File: config.mk
export PLATFORM = sky130hd
export DESIGN_NAME = activity_interval_detector
export DESIGN_NICKNAME = d
export VERILOG_FILES = /design/src/hdl/aid_pkg.sv /design/src/hdl/aid_front.sv /design/src/hdl/aid_queue.sv /design/src/hdl/aid_back.sv /design/src/hdl/activity_interval_detector.sv
export SDC_FILE = /design/constraint.sdc
export NUM_CORES = 2
export LEC_CHECK = 0
export BUFFER_PORTS_ARGS = -buffer_cell sky130_fd_sc_hd__clkbuf_2
export CORE_UTILIZATION = 28
export CTS_CLUSTER_DIAMETER = 80
export DETAILED_ROUTE_END_ITERATION = 8
export PLACE_DENSITY = 0.47
export SYNTH_ARGS = -nofsm -noshare
export SYNTH_HDL_FRONTEND = slang
export SYNTH_SLANG_ARGS = --single-unit
File: constraint.sdc
create_clock -name clk_i -period 21.9 [get_ports clk_i]
set_clock_uncertainty 0.2 [all_clocks]
set_input_delay 3.285 -clock clk_i [delete_from_list [all_inputs] [get_ports clk_i]]
set_output_delay 3.285 -clock clk_i [all_outputs]
set_load 0.02 [all_outputs]
File: src/hdl/aid_pkg.sv
// Shared types and constants for the activity interval detector.
`default_nettype none
package aid_pkg;

  localparam int unsigned TIME_W   = 32;
  localparam int unsigned LEVEL_W  = 16;
  localparam int unsigned CFG_W    = 16;
  localparam int unsigned CFG_IDX_W = 1;
  localparam int unsigned CS_W     = 29;

  // interval queue entries; a power of two so the pointers wrap on their own
  localparam int unsigned QUEUE_DEPTH = 4;

  // configuration register indexes
  localparam logic [CFG_IDX_W-1:0] CFG_THRESHOLD   = 1'd0;
  localparam logic [CFG_IDX_W-1:0] CFG_MIN_SILENCE = 1'd1;

  // (ms + 5) / 10 == ((ms + 5) >> 1) / 5, the /5 done as multiply by reciprocal
  localparam logic [TIME_W:0]   ROUND_MS    = 33'd5;
  localparam logic [TIME_W-1:0] RECIP_5     = 32'hCCCC_CCCD;
  localparam int unsigned       RECIP_SHIFT = 34;
  localparam logic [CS_W-1:0]   MAX_CS      = 29'd429496730;

  typedef struct packed {
    logic [TIME_W-1:0] begin_ms;
    logic [TIME_W-1:0] end_ms;
    logic              last;
  } aid_interval_t;

  // up to two intervals per sample, packed so that slot 0 fills first
  typedef struct packed {
    logic          valid0;
    logic          valid1;
    aid_interval_t entry0;
    aid_interval_t entry1;
  } aid_push_t;

endpackage
`default_nettype wire

File: src/hdl/aid_front.sv
// Front end: config registers, run tracking, gap merge, interval generation.
`default_nettype none
module aid_front
  import aid_pkg::*;
(
  input  wire logic                 clk_i,
  input  wire logic                 rst_ni,
  input  wire logic                 cfg_valid_i,
  input  wire logic [CFG_IDX_W-1:0] cfg_index_i,
  input  wire logic [CFG_W-1:0]     cfg_data_i,
  input  wire logic                 accept_i,
  input  wire logic [TIME_W-1:0]    time_i,
  input  wire logic [LEVEL_W-1:0]   level_i,
  input  wire logic                 last_i,
  output aid_push_t                 push_o
);

  logic [CFG_W-1:0]  thr_q, min_sil_q;
  logic              in_run_q, in_run_d;
  logic [TIME_W-1:0] run_begin_q, run_begin_d;
  logic [TIME_W-1:0] prev_q;
  logic              pend_valid_q, pend_valid_d;
  logic [TIME_W-1:0] pend_begin_q, pend_begin_d;
  logic [TIME_W-1:0] pend_end_q, pend_end_d;

  logic              active, close_en, merge, emit_a, emit_b, pv2;
  logic [TIME_W-1:0] close_b, close_e;
  logic [TIME_W:0]   merge_limit;
  aid_interval_t     rec_a, rec_b;

  always_ff @(posedge clk_i or negedge rst_ni) begin
    if (!rst_ni) begin
      thr_q     <= '0;
      min_sil_q <= '0;
    end else if (cfg_valid_i) begin
      case (cfg_index_i)
        CFG_THRESHOLD:   thr_q     <= cfg_data_i;
        CFG_MIN_SILENCE: min_sil_q <= cfg_data_i;
        default: ;
      endcase
    end
  end

  always_comb begin
    active   = level_i > thr_q;
    // at most one run closes per sample: on a falling edge, or on last while active
    close_en = (!active && in_run_q) || (last_i && active);
    close_b  = (active && !in_run_q) ? time_i : run_begin_q;
    close_e  = active ? time_i : prev_q;
    // gap < min_silence  <=>  begin < pending_end + min_silence
    merge_limit = {1'b0, pend_end_q} + {{(TIME_W+1-CFG_W){1'b0}}, min_sil_q};
    merge    = pend_valid_q && ({1'b0, close_b} < merge_limit);
    emit_a   = close_en && pend_valid_q && !merge;
    pv2      = pend_valid_q || close_en;
    pend_begin_d = (close_en && !merge) ? close_b : pend_begin_q;
    pend_end_d   = close_en ? close_e : pend_end_q;
    emit_b   = last_i && pv2;

    pend_valid_d = pv2 && !last_i;
    in_run_d     = active && !last_i;
    run_begin_d  = (active && !in_run_q) ? time_i : run_begin_q;

    rec_a.begin_ms = pend_begin_q;
    rec_a.end_ms   = pend_end_q;
    rec_a.last     = !emit_b;
    rec_b.begin_ms = pend_begin_d;
    rec_b.end_ms   = pend_end_d;
    rec_b.last     = 1'b1;

    push_o.valid0 = accept_i && (emit_a || emit_b);
    push_o.valid1 = accept_i && emit_a && emit_b;
    push_o.entry0 = emit_a ? rec_a : rec_b;
    push_o.entry1 = rec_b;
  end

  always_ff @(posedge clk_i or negedge rst_ni) begin
    if (!rst_ni) begin
      in_run_q     <= 1'b0;
      run_begin_q  <= '0;
      prev_q       <= '0;
      pend_valid_q <= 1'b0;
      pend_begin_q <= '0;
      pend_end_q   <= '0;
    end else if (accept_i) begin
      in_run_q     <= in_run_d;
      run_begin_q  <= run_begin_d;
      prev_q       <= time_i;
      pend_valid_q <= pend_valid_d;
      pend_begin_q <= pend_begin_d;
      pend_end_q   <= pend_end_d;
    end
  end

endmodule
`default_nettype wire

File: src/hdl/aid_queue.sv
// Interval queue: two writes and one read per cycle.
`default_nettype none
module aid_queue
  import aid_pkg::*;
(
  input  wire logic      clk_i,
  input  wire logic      rst_ni,
  input  wire aid_push_t push_i,
  input  wire logic      pop_i,
  output logic           room2_o,
  output logic           rd_valid_o,
  output aid_interval_t  rd_data_o
);

  localparam int unsigned AW = $clog2(QUEUE_DEPTH);
  localparam int unsigned CW = $clog2(QUEUE_DEPTH + 1);
  localparam logic [CW-1:0] ROOM2_MAX = CW'(QUEUE_DEPTH - 2);

  aid_interval_t mem_q [QUEUE_DEPTH];
  logic [AW-1:0] wr_ptr_q, rd_ptr_q;
  logic [CW-1:0] count_q, count_d;
  logic [AW-1:0] wr_ptr1;

  assign wr_ptr1    = wr_ptr_q + AW'(1);
  assign room2_o    = count_q <= ROOM2_MAX;
  assign rd_valid_o = count_q != '0;
  assign rd_data_o  = mem_q[rd_ptr_q];

  always_comb begin
    count_d = count_q + CW'(push_i.valid0) + CW'(push_i.valid1) - CW'(pop_i);
  end

  always_ff @(posedge clk_i) begin
    if (push_i.valid0) mem_q[wr_ptr_q] <= push_i.entry0;
    if (push_i.valid1) mem_q[wr_ptr1]  <= push_i.entry1;
  end

  always_ff @(posedge clk_i or negedge rst_ni) begin
    if (!rst_ni) begin
      wr_ptr_q <= '0;
      rd_ptr_q <= '0;
      count_q  <= '0;
    end else begin
      wr_ptr_q <= wr_ptr_q + AW'(push_i.valid0) + AW'(push_i.valid1);
      if (pop_i) rd_ptr_q <= rd_ptr_q + AW'(1);
      count_q  <= count_d;
    end
  end

endmodule
`default_nettype wire

File: src/hdl/aid_back.sv
// Back end: ms to centisecond rounding pipeline with output register.
`default_nettype none
module aid_back
  import aid_pkg::*;
(
  input  wire logic           clk_i,
  input  wire logic           rst_ni,
  input  wire logic           rd_valid_i,
  input  wire aid_interval_t  rd_data_i,
  output logic                pop_o,
  output logic                out_valid_o,
  input  wire logic           out_ready_i,
  output logic [CS_W-1:0]     start_cs_o,
  output logic [CS_W-1:0]     end_cs_o,
  output logic                last_o
);

  logic              v1_q, v2_q;
  logic [TIME_W-1:0] half_b_q, half_e_q;
  logic              last1_q;
  logic [TIME_W:0]   sum_b, sum_e;
  logic [2*TIME_W-1:0] prod_b, prod_e;
  logic              adv2, load1;

  assign adv2  = !v2_q || out_ready_i;
  assign load1 = !v1_q || adv2;
  assign pop_o = rd_valid_i && load1;

  assign sum_b  = {1'b0, rd_data_i.begin_ms} + ROUND_MS;
  assign sum_e  = {1'b0, rd_data_i.end_ms} + ROUND_MS;
  assign prod_b = half_b_q * RECIP_5;
  assign prod_e = half_e_q * RECIP_5;

  always_ff @(posedge clk_i) begin
    if (load1) begin
      half_b_q <= sum_b[TIME_W:1];
      half_e_q <= sum_e[TIME_W:1];
      last1_q  <= rd_data_i.last;
    end
    if (adv2) begin
      start_cs_o <= prod_b[RECIP_SHIFT +: CS_W];
      end_cs_o   <= prod_e[RECIP_SHIFT +: CS_W];
      last_o     <= last1_q;
    end
  end

  always_ff @(posedge clk_i or negedge rst_ni) begin
    if (!rst_ni) begin
      v1_q <= 1'b0;
      v2_q <= 1'b0;
    end else begin
      if (load1) v1_q <= rd_valid_i;
      if (adv2)  v2_q <= v1_q;
    end
  end

  assign out_valid_o = v2_q;

endmodule
`default_nettype wire

File: src/hdl/activity_interval_detector.sv
// Top level: threshold activity detector with gap merge and centisecond output.
//
//  channel   dir  handshake                    payload
//  s_axis    in   s_axis_tvalid/s_axis_tready  tdata {level, sample_time_ms}, tlast is_last
//  m_axis    out  m_axis_tvalid/m_axis_tready  tdata {end_cs, start_cs}, tlast last_of_run
//  cfg       in   cfg_valid_i/cfg_ready_o      cfg_index_i, cfg_data_i
//
// One sample per cycle; each sample yields zero to two intervals, and the
// output drains one interval per cycle while m_axis_tready is high, so the
// queue's single read port sets the sustained result rate. s_axis_tready drops
// while the queue has fewer than two free slots. Reset clears all control state
// at once; no clearing pass. cfg is always ready.
`default_nettype none
module activity_interval_detector
  import aid_pkg::*;
(
  input  wire logic                 clk_i,
  input  wire logic                 rst_ni,
  input  wire logic                 s_axis_tvalid,
  output logic                      s_axis_tready,
  input  wire logic [47:0]          s_axis_tdata,  // [31:0] sample_time_ms, [47:32] level
  input  wire logic                 s_axis_tlast,
  output logic                      m_axis_tvalid,
  input  wire logic                 m_axis_tready,
  output logic [63:0]               m_axis_tdata,  // [28:0] start_cs, [57:29] end_cs, zeros
  output logic                      m_axis_tlast,
  input  wire logic                 cfg_valid_i,
  output logic                      cfg_ready_o,
  input  wire logic [CFG_IDX_W-1:0] cfg_index_i,
  input  wire logic [CFG_W-1:0]     cfg_data_i
);

  aid_push_t     push;
  aid_interval_t rd_data;
  logic          room2, rd_valid, pop, accept;
  logic [CS_W-1:0] start_cs, end_cs;

  assign cfg_ready_o   = 1'b1;
  assign s_axis_tready = room2;
  assign accept        = s_axis_tvalid && s_axis_tready;

  aid_front u_front (
    .clk_i       (clk_i),
    .rst_ni      (rst_ni),
    .cfg_valid_i (cfg_valid_i),
    .cfg_index_i (cfg_index_i),
    .cfg_data_i  (cfg_data_i),
    .accept_i    (accept),
    .time_i      (s_axis_tdata[TIME_W-1:0]),
    .level_i     (s_axis_tdata[TIME_W +: LEVEL_W]),
    .last_i      (s_axis_tlast),
    .push_o      (push)
  );

  aid_queue u_queue (
    .clk_i      (clk_i),
    .rst_ni     (rst_ni),
    .push_i     (push),
    .pop_i      (pop),
    .room2_o    (room2),
    .rd_valid_o (rd_valid),
    .rd_data_o  (rd_data)
  );

  aid_back u_back (
    .clk_i       (clk_i),
    .rst_ni      (rst_ni),
    .rd_valid_i  (rd_valid),
    .rd_data_i   (rd_data),
    .pop_o       (pop),
    .out_valid_o (m_axis_tvalid),
    .out_ready_i (m_axis_tready),
    .start_cs_o  (start_cs),
    .end_cs_o    (end_cs),
    .last_o      (m_axis_tlast)
  );

  assign m_axis_tdata = {6'b0, end_cs, start_cs};

`ifndef SYNTHESIS
  a_push_order: assert property (@(posedge clk_i) disable iff (!rst_ni)
    push.valid1 |-> push.valid0 && !push.entry0.last && push.entry1.last)
    else $error("second interval pushed without first, or last flag misplaced");

  a_push_has_room: assert property (@(posedge clk_i) disable iff (!rst_ni)
    push.valid0 |-> room2)
    else $error("interval pushed while queue lacks room");

  a_pop_nonempty: assert property (@(posedge clk_i) disable iff (!rst_ni)
    pop |-> rd_valid)
    else $error("pop from empty queue");

  a_cs_range: assert property (@(posedge clk_i) disable iff (!rst_ni)
    m_axis_tvalid |-> (start_cs <= MAX_CS) && (end_cs <= MAX_CS))
    else $error("centisecond value out of range");
`endif

endmodule
`default_nettype wire
; ---- Word-level counts from Yosys, hierarchy flattened
; Memories as Yosys holds them, arrays and structs flattened.
; Index checks and enable logic that the tools add are counted.
[word_totals]
register_bits = 295
latchBits = 0
ram_bits = 260
rom_bits = 0
in_bits = 71
out_inout_bits = 68
word_cells = 75
n_memories = 1
[op_classes]
add_sub_neg = 10
multipliers = 2
div_mod_pow = 0
order_cmp = 3
eq_ne = 0
n_shift = 0
muxes = 9
bitwise = 1
n_reduce_logical = 30
[mem_list]
columns = name, words, word_bits, read_ports, rd_clocked_by_memory_dff, write_ports, line
row1 = u_queue.mem_q, 4, 65, 1, 0, 2, aid_queue.sv:19  ; aid_interval_t mem_q [QUEUE_DEPTH];
[ops]
columns = cell, n
row1 = $mux W32, 4
row2 = $mul A32 B32 Y63 const B, 2
row3 = $add A32 B3 Y33 const B, 2
row4 = $mux W65, 1
row5 = $add A32 B16 Y33, 1
row6 = $lt A32 B33 Y1, 1
row7 = $gt A16 B16 Y1, 1
row8 = $logic_and A1 B1 Y1, 15
row9 = $logic_not A1 Y1, 7
row10 = $add A3 B1 Y3, 2
row11 = $logic_or A1 B1 Y1, 5
row12 = $add A2 B1 Y2, 2
row13 = $add A2 B1 Y2 const B, 2
row14 = $mux W1, 4
row15 = $reduce_and A2 Y1, 2
row16 = $le A3 B2 Y1 const B, 1
row17 = $reduce_bool A3 Y1, 1
row18 = $sub A3 B1 Y3, 1
row19 = $not A1 Y1, 1

; ---- Logic depth before layout (Yosys ltp)
[logic_depth]
depth_word = 12
mapped_depth = 29

; ---- Modules after synthesis
; Synthesis repeated with hierarchy kept, for this count alone.
[hier_totals]
hier_cells = 5310
hier_area_um2 = 61223.7
[by_module_without_submodules]
columns = module, n_inst, cells_each, area_each_um2, seq_area_each_um2
row1 = aid_back, 1, 3611, 37990.2, 3773.6
row2 = aid_queue, 1, 664, 12876.1, 7982.7
row3 = aid_front, 1, 1025, 10291.1, 4053.9
row4 = activity_interval_detector, 1, 10, 66.3, 0.0

; ---- Least setup slack after synthesis
; Ideal clock, no wire load.
[synth_timing]
path_type = input port to flip-flop
from = input s_axis_tdata[41]
to = memory u_queue.mem_q[3][10] (netlist bit) (enable)
setup_ns = 0.507
arrival_ns = 10.915
required_time_ns = 21.193
path_slack_ns = 10.278
stages = 24
path_buffers = 1
cell_sequence = ha_1 -> a21o_1 -> a21o_1 -> a21oi_1 -> o21a_1 -> o211ai_2 -> nand2_1 -> buf_1 -> mux2i_1 -> inv_1 -> ha_1 -> and4_1 -> nand2_1 -> or2_1 -> o21ai_1 -> a2111oi_0 -> a21boi_0 -> nand3b_1 -> o22a_1 -> nor3_4 -> nand3_1 -> inv_1 -> nand2b_1 -> a21oi_1
[synth_lines]
columns = item, line
row1 = "start, declared", activity_interval_detector.sv:21  ; input wire logic [47:0] s_axis_tdata,
row2 = "end, declared", aid_queue.sv:19

==> summary by stage <==
Clocking
The number of buffers inserted to repair setup after CTS is 0. The root buffer cell chosen for the clock tree is sky130_fd_sc_hd__clkbuf_16. At the later pin of the worst-skew pair, clock insertion delay measures 0.67 ns. The clock drives 555 sinks. The clock buffer count from CTS is 70.

The hold-fix buffer count after cts is 0. The clock tree synthesis step divided the H-tree into 3 levels. Once the clock tree was built, the resizer swapped 0 gates to a different size.

The CTS tree is built. The clock-pin slew reported for the worst setup and hold paths after clock tree synthesis is 0.06 ns. The number of buffers on the longest clock path is 3.

Critical path
In this design, the stage delay of the slowest critical-path cell is 0.85 ns. STA classifies the critical path endpoint as a register. STA puts the critical path data required time at 22.02 ns. The worst register-to-register path begins at u_back.half_e_q[9]$_DFFE_PN_. The peak fanout along the critical path is 72. The kind of critical path is primary input to register.

STA classifies the critical path startpoint as a primary input. The count of cells along the worst register-to-register path is 24. The critical path goes through clkbuf_2 -> ha_1 -> nand4_1 -> nor4_1 -> nor2_1 -> nand2_2 -> buf_4 -> mux2i_1 -> inv_1 -> ha_1 -> a21o_1 -> a21o_1 -> a21oi_1 -> o21ai_0 -> a2111oi_0 -> a21boi_0 -> nand3b_1 -> o22a_1 -> nor3_4 -> buf_4 -> a21boi_1 -> or2_2 -> nand2_2 -> buf_4. Data on the critical path arrives at its endpoint at 11.61 ns. The critical path's most frequent cell is sky130_fd_sc_hd__buf_4. Counting buffers and inverters, the worst setup path is 24 cells deep. The slack of the worst reg-to-reg path is 12.48 ns. In this run the critical register-to-register path is captured at u_back.end_cs_o[28]$_DFFE_PP_.

For this design, the slowest cell found on the critical path is sky130_fd_sc_hd__or2_2. The sum of buffers and inverters on the critical path is 5. The cell family contributing the most delay on the critical path is simple AND/OR/NAND/NOR gates.

Logic synthesis
Of the total synthesized cell area, the portion taken by AND, OR, NAND and NOR gates is 5.77%. The synthesized netlist contains 78 unique library cells. The flip-flop and latch count after synthesis is 555.

Yosys mapped a number of flops with a built-in enable equal to 380. The synthesized netlist devotes 43.7% of its cell area to adder and majority cells. In the synthesized netlist the async set-or-reset flop fraction comes to 30.8%.

The combinational family with the most area after synthesis is adder cells. After synthesis, flip-flops and latches occupy 26.7% of the total area. Multiplexer cells account for 3.98% of the synthesized area.

The area fraction in compound gates after synthesis is 8.38%. The dominant synthesized flop cell is sky130_fd_sc_hd__edfxtp_1. The cell taking the most area after synthesis is sky130_fd_sc_hd__fa_1.

The share of Yosys cell area claimed by the top area cell type is 28.3%. During synthesis, Yosys emitted a total of 0 warnings. By count the netlist is led by 1,275 x sky130_fd_sc_hd__inv_1, 834 x sky130_fd_sc_hd__fa_1, 725 x sky130_fd_sc_hd__ha_1. The area of the mapped netlist is 59,000 µm². In the synthesized netlist, the number of instances is 5,374. A synthesized cell averages 11.0 µm². The area share of xor/xnor cells in the synthesized design is 2.21%. The most frequently used cell type in the post-synthesis netlist is sky130_fd_sc_hd__inv_1. Sorting the synthesized cells by area gives the leading types as sky130_fd_sc_hd__fa_1 28%, sky130_fd_sc_hd__edfxtp_1 19%, sky130_fd_sc_hd__ha_1 15%.

Final layout
The final layout contains 7,098 nets. The repair_antennas step left the layout with diodes totalling 0. Compared with the post-synthesis result, the final layout area differs by 10.4%. The filler cell count in the final layout is 21,700.

The area of all placed cells without fillers is 65,100 µm². The post-route netlist has 7.08% of its cells at a drive strength greater than 1.

Run
The max-capacitance violation count is 0.

STA
The hold violation count in the final report is 0. The slew of the pin with the lowest slew margin is 1.33 ns. Derived from the worst setup path, the maximum achievable clock frequency is 87.0 MHz.

The tightest slew margin relative to the limit is 10.2%. The final critical-path required period is 11.49 ns. The setup violation total in the final timing report is 0. The final critical path takes up 52.5% of the cycle.

Setup repair after global routing left no endpoint under its margin. Summed over all failing endpoints, the final setup total negative slack is 0 ns. The count of pins over their slew limit is 0. The worst path setup slack after routing is 10.41 ns.

Placement
Once detailed placement completed, the half-perimeter wirelength came to 144,000 µm. After detailed placement, the total cell area comes to 62,900 µm². The weighted congestion at the end of routability-driven global placement is 0.921. The number of I/O port buffers is 131.

The post-place setup slack is 9.72 ns.

Global route
Entering global routing, the biggest net connects 79 pins. For this run, the total global-route usage over all layers was measured as 16.9%. The total overflow reported by the global router is 0.

The initial antenna violation count is 1. The wire length of the first global-routing pass is 265,000 µm. The number of global-route vias before repair is 40,500.

Status
The run finished with clean final reports.

Detailed routing
The number of vias in the routed layout is 38,300. The count of antenna-violating nets left after detailed routing is 0. The length of the first detailed-routing pass in iterations is 5. The final layout contains routed wiring with a total length of 176,000 µm.

For this run, design rule violations remaining after detail routing come to 0. The via count normalized by instance count is 4.60. In the final routed layout, each cell accounts on average for 21.2 µm. The DRC marker count from the first detailed-route iteration is 2,821.

Floorplan
The die is 461 µm wide. The initial core utilization is 28.2%. The standard-cell row count is 168. The core footprint is 209,000 µm². The vertical die dimension is 461 µm. The number of I/O pins is 139.

The die covers 212,000 µm².

Worst hold path
The beginning of the worst hold path is u_back.last1_q$_DFFE_PN_. In this run the worst hold path is classified as register to register. The hold path endpoint is u_back.last_o$_DFFE_PP_. Along the worst hold path, the cell count comes to 0.
[worst reg2reg max path: stages (launching register included)]
cell and delay [ns]:
sky130_fd_sc_hd__edfxtp_1 0.68, sky130_fd_sc_hd__ha_1 0.47, sky130_fd_sc_hd__inv_1 0.25, sky130_fd_sc_hd__fa_1 0.55
sky130_fd_sc_hd__fa_1 0.53, sky130_fd_sc_hd__inv_1 0.06, sky130_fd_sc_hd__fa_1 0.51, sky130_fd_sc_hd__fa_1 0.59
sky130_fd_sc_hd__inv_1 0.07, sky130_fd_sc_hd__fa_1 0.48, sky130_fd_sc_hd__inv_1 0.05, sky130_fd_sc_hd__fa_1 0.46
sky130_fd_sc_hd__fa_1 0.60, sky130_fd_sc_hd__ha_1 0.42, sky130_fd_sc_hd__nand4_1 0.16, sky130_fd_sc_hd__or3_1 0.41
sky130_fd_sc_hd__a2111oi_2 0.54, sky130_fd_sc_hd__nor3_1 0.24, sky130_fd_sc_hd__o32ai_1 0.59, sky130_fd_sc_hd__a21oi_1 0.34
sky130_fd_sc_hd__or2_2 0.40, sky130_fd_sc_hd__a21oi_2 0.22, sky130_fd_sc_hd__nor2_1 0.08, sky130_fd_sc_hd__a21oi_1 0.20
sky130_fd_sc_hd__xnor2_1 0.08
[metrics by stage]
stage,instances,utilization (%),hold WS (ns)
final,8327,31.1,0.233
after global routing,8327,31.1,0.244
after CTS,8327,31.1,0.237
after detailed placement,8201,30.0,0.220
after global placement,8201,30.0,0.215
after floorplan,5379,-,0.200
[layout by cell type (no fill, tap or decap), drive strengths merged, types with 43 or more instances in the layout]
| cell | instances |
|---|---|
| edfxtp | 380 |
| fa | 834 |
| ha | 725 |
| a21oi | 200 |
| nand2 | 375 |
| o21ai | 232 |
| dfrtp | 171 |
| a21o | 66 |
| o2bb2ai | 123 |
| xor2 | 43 |
| mux4 | 65 |
| nor2 | 171 |
| inv | 1281 |
| clkbuf | 232 |
| mux2i | 66 |
| xnor2 | 106 |
[layout make-up]
type,instances,area [µm²],share of cell area [%]
multi-input cells,3405,37900,58.3
flip-flops and latches,555,15800,24.2
inverters,1275,4790,7.36
well taps,2805,3510,5.39
clock buffers,101,1970,3.03
repair buffers,161,890,1.37
clock inverters,25,233,0.358
[logic make-up after synthesis]
family	Yosys count
flops	555
simple gates	769
buf+inv	1419
xor+xnor	149
fa+ha+maj	1559
compound gates	770
mux	151
other cells	2
[how the worst max path moves through the flow]
stage,from,to,slack (ns)
after floorplan,s_axis_tdata[41],u_queue.mem_q[3][10]$_DFFE_PP_,10.28
after global placement,s_axis_tdata[42],u_queue.mem_q[1][17]$_DFFE_PP_,9.82
after detailed placement,s_axis_tdata[47],u_queue.mem_q[1][17]$_DFFE_PP_,9.72
after CTS,s_axis_tdata[47],u_queue.mem_q[1][28]$_DFFE_PP_,10.40
after global routing,s_axis_tdata[47],u_queue.mem_q[1][26]$_DFFE_PP_,9.85
final,s_axis_tdata[47],u_queue.mem_q[1][28]$_DFFE_PP_,10.41
[metal layers]
metal,global-route usage [%],wire (µm)
met5,0,0
met3,3.86,11800
met2,26.3,79000
met4,3.48,3490
met1,23.8,82100
[sequential cells by signal, indices dropped and copies added (netlist names), 2 cells and up]
name	cells
u_front.min_sil_q	16
u_front.run_begin_q	32
u_back.half_b_q	32
u_queue.mem_q	260
u_front.pend_end_q	32
u_back.start_cs_o	29
u_queue.rd_ptr_q	2
u_front.prev_q	32
u_back.half_e_q	32
u_queue.count_q	3
u_front.thr_q	16
u_front.pend_begin_q	32
u_back.end_cs_o	29
u_queue.wr_ptr_q	2
Power is left out: the tool's default activity adds up to more than one toggle a clock period on the data nets, which glitch-free logic cannot reach.
